## src/hw/rtl/cns_pkg.sv

```systemverilog
// Shared types and constants for the cartesian neighbor sorter.
// Used by cns_table, cns_slots and cartesian_neighbor_sorter_top; no dependencies.
`timescale 1ns / 1ps

package cns_pkg;

  localparam int IDX_W    = 16;
  localparam int COORD_W  = 32;
  localparam int COUNT_W  = 7;
  localparam int TOL_W    = 16;
  localparam int SLOT_W   = 6;
  localparam int CFG_IDX_W  = 1;
  localparam int CFG_DATA_W = 16;

  localparam logic [CFG_IDX_W-1:0] REG_SHIFT_ENTRY_COUNT = 1'b0;
  localparam logic [CFG_IDX_W-1:0] REG_MATCH_TOLERANCE   = 1'b1;

  localparam logic MODE_LOAD     = 1'b0;
  localparam logic MODE_NEIGHBOR = 1'b1;

  typedef struct packed {
    logic [IDX_W-1:0]          target;
    logic [IDX_W-1:0]          partner;
    logic signed [COORD_W-1:0] dx;
    logic signed [COORD_W-1:0] dy;
  } entry_t;

  typedef struct packed {
    logic [IDX_W-1:0]          elem;
    logic [IDX_W-1:0]          nb;
    logic signed [COORD_W-1:0] x;
    logic signed [COORD_W-1:0] y;
    logic signed [COORD_W-1:0] xn;
    logic signed [COORD_W-1:0] yn;
    logic                      last;
  } probe_t;

  typedef struct packed {
    logic [IDX_W-1:0] element;
    logic [IDX_W-1:0] left;
    logic [IDX_W-1:0] right;
    logic [IDX_W-1:0] down;
    logic [IDX_W-1:0] up;
  } result_t;

  function automatic logic signed [COORD_W-1:0] sat_add(
    input logic signed [COORD_W-1:0] a,
    input logic signed [COORD_W-1:0] b
  );
    logic signed [COORD_W:0] sum;
    logic signed [COORD_W-1:0] res;
    sum = {a[COORD_W-1], a} + {b[COORD_W-1], b};
    if (sum[COORD_W] != sum[COORD_W-1]) begin
      res = sum[COORD_W] ? {1'b1, {(COORD_W-1){1'b0}}} : {1'b0, {(COORD_W-1){1'b1}}};
    end else begin
      res = sum[COORD_W-1:0];
    end
    return res;
  endfunction

endpackage

```

## src/hw/rtl/cns_slots.sv

```systemverilog
// Neighbor classification and the four direction slots.
// Uses probe_t and result_t from cns_pkg.
`timescale 1ns / 1ps

module cns_slots (
  input  logic                         clk,
  input  logic                         rst,
  input  logic                         upd,
  input  cns_pkg::probe_t              probe,
  input  logic [cns_pkg::TOL_W-1:0]    tol,
  output cns_pkg::result_t             res
);

  localparam int NB = 4;

  logic [cns_pkg::IDX_W-1:0] value [NB];
  logic [NB-1:0]             filled;
  logic [cns_pkg::IDX_W-1:0] value_next [NB];
  logic [NB-1:0]             filled_next;
  logic signed [cns_pkg::COORD_W:0] dxs;
  logic signed [cns_pkg::COORD_W:0] dys;
  logic [cns_pkg::COORD_W:0] adx;
  logic [cns_pkg::COORD_W:0] ady;
  logic xeq;
  logic yeq;
  logic [NB-1:0] hit;
  logic [cns_pkg::IDX_W-1:0] outv [NB];

  always_comb begin
    dxs = {probe.xn[cns_pkg::COORD_W-1], probe.xn} - {probe.x[cns_pkg::COORD_W-1], probe.x};
    dys = {probe.yn[cns_pkg::COORD_W-1], probe.yn} - {probe.y[cns_pkg::COORD_W-1], probe.y};
    adx = dxs[cns_pkg::COORD_W] ? -dxs : dxs;
    ady = dys[cns_pkg::COORD_W] ? -dys : dys;
    xeq = adx <= {{(cns_pkg::COORD_W + 1 - cns_pkg::TOL_W){1'b0}}, tol};
    yeq = ady <= {{(cns_pkg::COORD_W + 1 - cns_pkg::TOL_W){1'b0}}, tol};
    hit = '0;
    if (yeq && probe.x > probe.xn) begin
      hit[0] = 1'b1;
    end else if (yeq && probe.x < probe.xn) begin
      hit[1] = 1'b1;
    end else if (xeq && probe.y > probe.yn) begin
      hit[2] = 1'b1;
    end else if (xeq && probe.y < probe.yn) begin
      hit[3] = 1'b1;
    end
    for (int k = 0; k < NB; k++) begin
      value_next[k]  = hit[k] ? probe.nb : value[k];
      filled_next[k] = hit[k] | filled[k];
      outv[k]        = filled_next[k] ? value_next[k] : probe.elem;
    end
    res.element = probe.elem;
    res.left    = outv[0];
    res.right   = outv[1];
    res.down    = outv[2];
    res.up      = outv[3];
  end

  always_ff @(posedge clk) begin
    if (rst) begin
      filled <= '0;
    end else if (upd) begin
      filled <= probe.last ? '0 : filled_next;
    end
  end

  always_ff @(posedge clk) begin
    if (upd) begin
      for (int k = 0; k < NB; k++) begin
        value[k] <= value_next[k];
      end
    end
  end

endmodule

```

## config.mk

```make
export PLATFORM = sky130hd
export DESIGN_NAME = cns_slots
export DESIGN_NICKNAME = d
export VERILOG_FILES = /design/src/hw/rtl/cns_pkg.sv /design/src/hw/rtl/cns_slots.sv
export SDC_FILE = /design/constraint.sdc
export NUM_CORES = 1
export LEC_CHECK = 0
export BUFFER_PORTS_ARGS = -buffer_cell sky130_fd_sc_hd__buf_4
export CORE_MARGIN = 1.5
export CORE_UTILIZATION = 35
export CTS_CLUSTER_SIZE = 40
export DETAILED_ROUTE_END_ITERATION = 16
export PLACE_DENSITY = 0.52
export SLEW_MARGIN = 20
export SYNTH_ARGS = -nofsm -noshare
export SYNTH_HDL_FRONTEND = slang
export SYNTH_SLANG_ARGS = --single-unit
```

## constraint.sdc

```tcl
create_clock -name clk -period 8.8 [get_ports clk]
set_clock_uncertainty 0.1 [all_clocks]
set_input_delay 0.88 -clock clk [delete_from_list [all_inputs] [get_ports clk]]
set_output_delay 0.88 -clock clk [all_outputs]
set_load 0.05 [all_outputs]
```

==> flow_summary.json <==
{
  "ys.flop_type": "edfxtp_1",
  "num_vias": 12230,
  "syn_nets": 1792,
  "synthAdderAreaFrac_pct": 10.24,
  "crit_fanout": 32,
  "clk-insertion-delay-late_ps": 340,
  "numClockSinks": 68,
  "clk_pin_slew_ps": 60,
  "timing.final.crit_share_pct": 93.20,
  "end_kind": "output pin",
  "cts_resized": 0,
  "place_congestion": 0.8729,
  "synth_top_cell_by_area": "edfxtp_1",
  "setup_violations": 0,
  "synth.area.mux_share_pct": 18.56,
  "finalHoldViolCount": 0,
  "required_ps": 7820,
  "hp-class": "flop to flop",
  "dr.pass1.iters": 5,
  "fmax_mhz": 121.9,
  "grt_usage_pct": 21.27,
  "cts_max_path_buffers": 2,
  "wire_per_inst_um": 18.48,
  "synth_area_leaders": "edfxtp_1 (15%), mux2_4 (11%), ha_1 (9.9%)",
  "fin_ws_ps": 598.6,
  "yosysMostFrequentCell": "inv_1",
  "die-area_sq_mm": 0.03682,
  "std_cell_rows": 68,
  "fin_area_sq_mm": 0.01499,
  "fp.dieH_um": 191.9,
  "cts-root-buf": "clkbuf_16",
  "synth_edf_count": 64,
  "status": "finished, final reports clean",
  "ir_drop_mv": 0.1233,
  "drive_gt1_share_pct": 28.11,
  "dp_hpwl_um": 31840,
  "netlist_instances": 1511,
  "async_flop_share_pct": 0,
  "relSlewSlack_pct": 27.59,
  "yosysSeqAreaShare_pct": 16.03,
  "ys_warn_count": 0,
  "post_cts_buffers": 0,
  "initial_utilization_pct": 35.88,
  "crit_type": "input port to output pin",
  "cts-htree-levels": 3,
  "ant_nets": 0,
  "synth_top_family_by_area": "compound AO/OA/AOI/OAI gates",
  "coreArea_sq_mm": 0.03480,
  "routed_wirelength_um": 40170,
  "via_per_inst": 5.629,
  "p_leak_nw": 6.454,
  "place_worst_setup_slack_ps": 696.2,
  "route.detailed.drc": 0,
  "synth-compound-area-share_pct": 23.20,
  "cts_hold_buf": 0,
  "numCtsBuffers": 9,
  "final_util_pct": 43.06,
  "cts_tree": "done",
  "synth_common_cells": "inv_1 (118), nand2_1 (116), ha_1 (99), nor2_1 (98), o21ai_0 (95)",
  "worst_ep_arrival_time_ps": 7220,
  "num_io_pins": 260,
  "yosys.cell_types.count": 97,
  "slew_violations": 0,
  "ys_ff_latch": 68,
  "grt_pass1_wl_um": 62980,
  "grt_antenna_before_repair": 0,
  "area_growth_pct": 20.02,
  "synthSimpleGateAreaFrac_pct": 20.05,
  "period_minus_slack_ps": 8201,
  "power_density_mw_per_mm2": 119.8,
  "cap_violations": 0,
  "dpl_cell_area_sq_mm": 0.01468,
  "fin_setup_tns_ps": 0,
  "synthXorXnorAreaFrac_pct": 4.630,
  "grt_remaining_overflow": 0,
  "die_x_um": 191.9,
  "antenna_cells": 0,
  "grt_max_degree": 70,
  "portBuffers": 259,
  "drt_iter0_drc": 699,
  "first_global_vias": 11550,
  "fin_hold_ws_ps": 449.3,
  "avgSynthCellArea_sq_um": 8.263,
  "worstMarginPinSlew_ps": 1085,
  "synth_top_area_share_pct": 15.39,
  "critPathLaunchType": "input port",
  "num-nets-final": 1994,
  "rsz0062_at_grt": "false",
  "synth_area_sq_mm": 0.01249
}
final timing paths:
path / start / endpoint / slack (ps) / depth (start not counted)
max: probe[33] / res[15] / 600 / 27
max reg2reg: filled[2]$_SDFFE_PP0P_ / filled[2]$_SDFFE_PP0P_ / 7400 / 1
min reg2reg: filled[3]$_SDFFE_PP0P_ / filled[3]$_SDFFE_PP0P_ / 450 / 1
min: filled[3]$_SDFFE_PP0P_ / filled[3]$_SDFFE_PP0P_ / 450 / 1
flip-flops by register name (all words and copies together), names as in the netlist:
name / count
filled: 4
value: 64
critical path, cell delays in order:
cell      delay, ps
buf_4            80
inv_1            30
ha_1            210
fa_1            400
nand2b_1        190
a211oi_2        480
o211ai_1        260
nand2_1         250
a221oi_1        170
mux2i_1         630
o21ai_0         170
ha_1            320
nor2b_1         130
o21a_1          160
o21a_1          160
o21a_1          160
o21a_1          160
o211ai_1        150
a21boi_0        110
o31a_1          260
nor4_1          240
and4_1          240
nand4_2         200
nor3_4          290
buf_12          300
mux2_2          380
buf_4           190
kinds of logic after synthesis:
logic type | count (synthesis)
buf+inv | 199
mux | 179
compound gates | 426
simple gates | 472
fa+ha+maj | 101
flops | 68
xor+xnor | 66
through the flow:
stage | std cells | total power, W
2_1_floorplan | 1511 | 0.001114
3_3_place_gp | 2157 | 0.001410
3_5_place_dp | 2157 | 0.001414
4_1_cts | 2173 | 0.001801
5_1_grt | 2173 | 0.001926
6_report | 2173 | 0.001795
cells in the final DEF (no fill, tap or decap), types with 9 or more instances in the layout:
cell and count:
nand2b_1 11, nand3_1 42, nor2_1 98, edfxtp_1 64
inv_1 118, xnor2_1 38, a21boi_0 10, o211ai_1 25
and4_1 10, or3_1 18, or2_2 9, mux2i_1 29
a211oi_1 15, and3_1 15, nand4_1 37, and2_1 13
mux2_4 90, nor4_1 17, xor2_1 28, mux2_2 60
clkbuf_16 9, ha_1 99, a31oi_1 16, nor3_1 38
buf_4 269, a21oi_1 89, o21a_1 34, a221oi_1 11
nand2_1 116, o21ai_0 95, a21o_1 27
metal layers:
layer | vias up | share of wire (%) | global-route usage (%)
li1 | 6080 | - | -
met1 | 5772 | 50 | 31.28
met2 | 361 | 44 | 34.13
met3 | 19 | 4.9 | 1.498
met4 | 0 | 1.0 | 3.696
met5 | - | 0 | 0
power by group:
part	leakage, nW	switching (W)	internal [W]	total, W
Clock	0.150	0.000135	0.000243	0.000378
Sequential	0.659	0.00000798	0.000374	0.000382
Combinational	5.65	0.000622	0.000413	0.00104
layout make-up:
class                   count  area, sq um
clock buffers              15        277.8
clock inverters             1        30.03
fillers                  3551        19810
inverters                 118        442.9
multi-input cells        1244         9583
flip-flops and latches     68         2003
well taps                 455        569.3
repair buffers            272         2079
No activity file was read; power rests on OpenSTA's default activity.
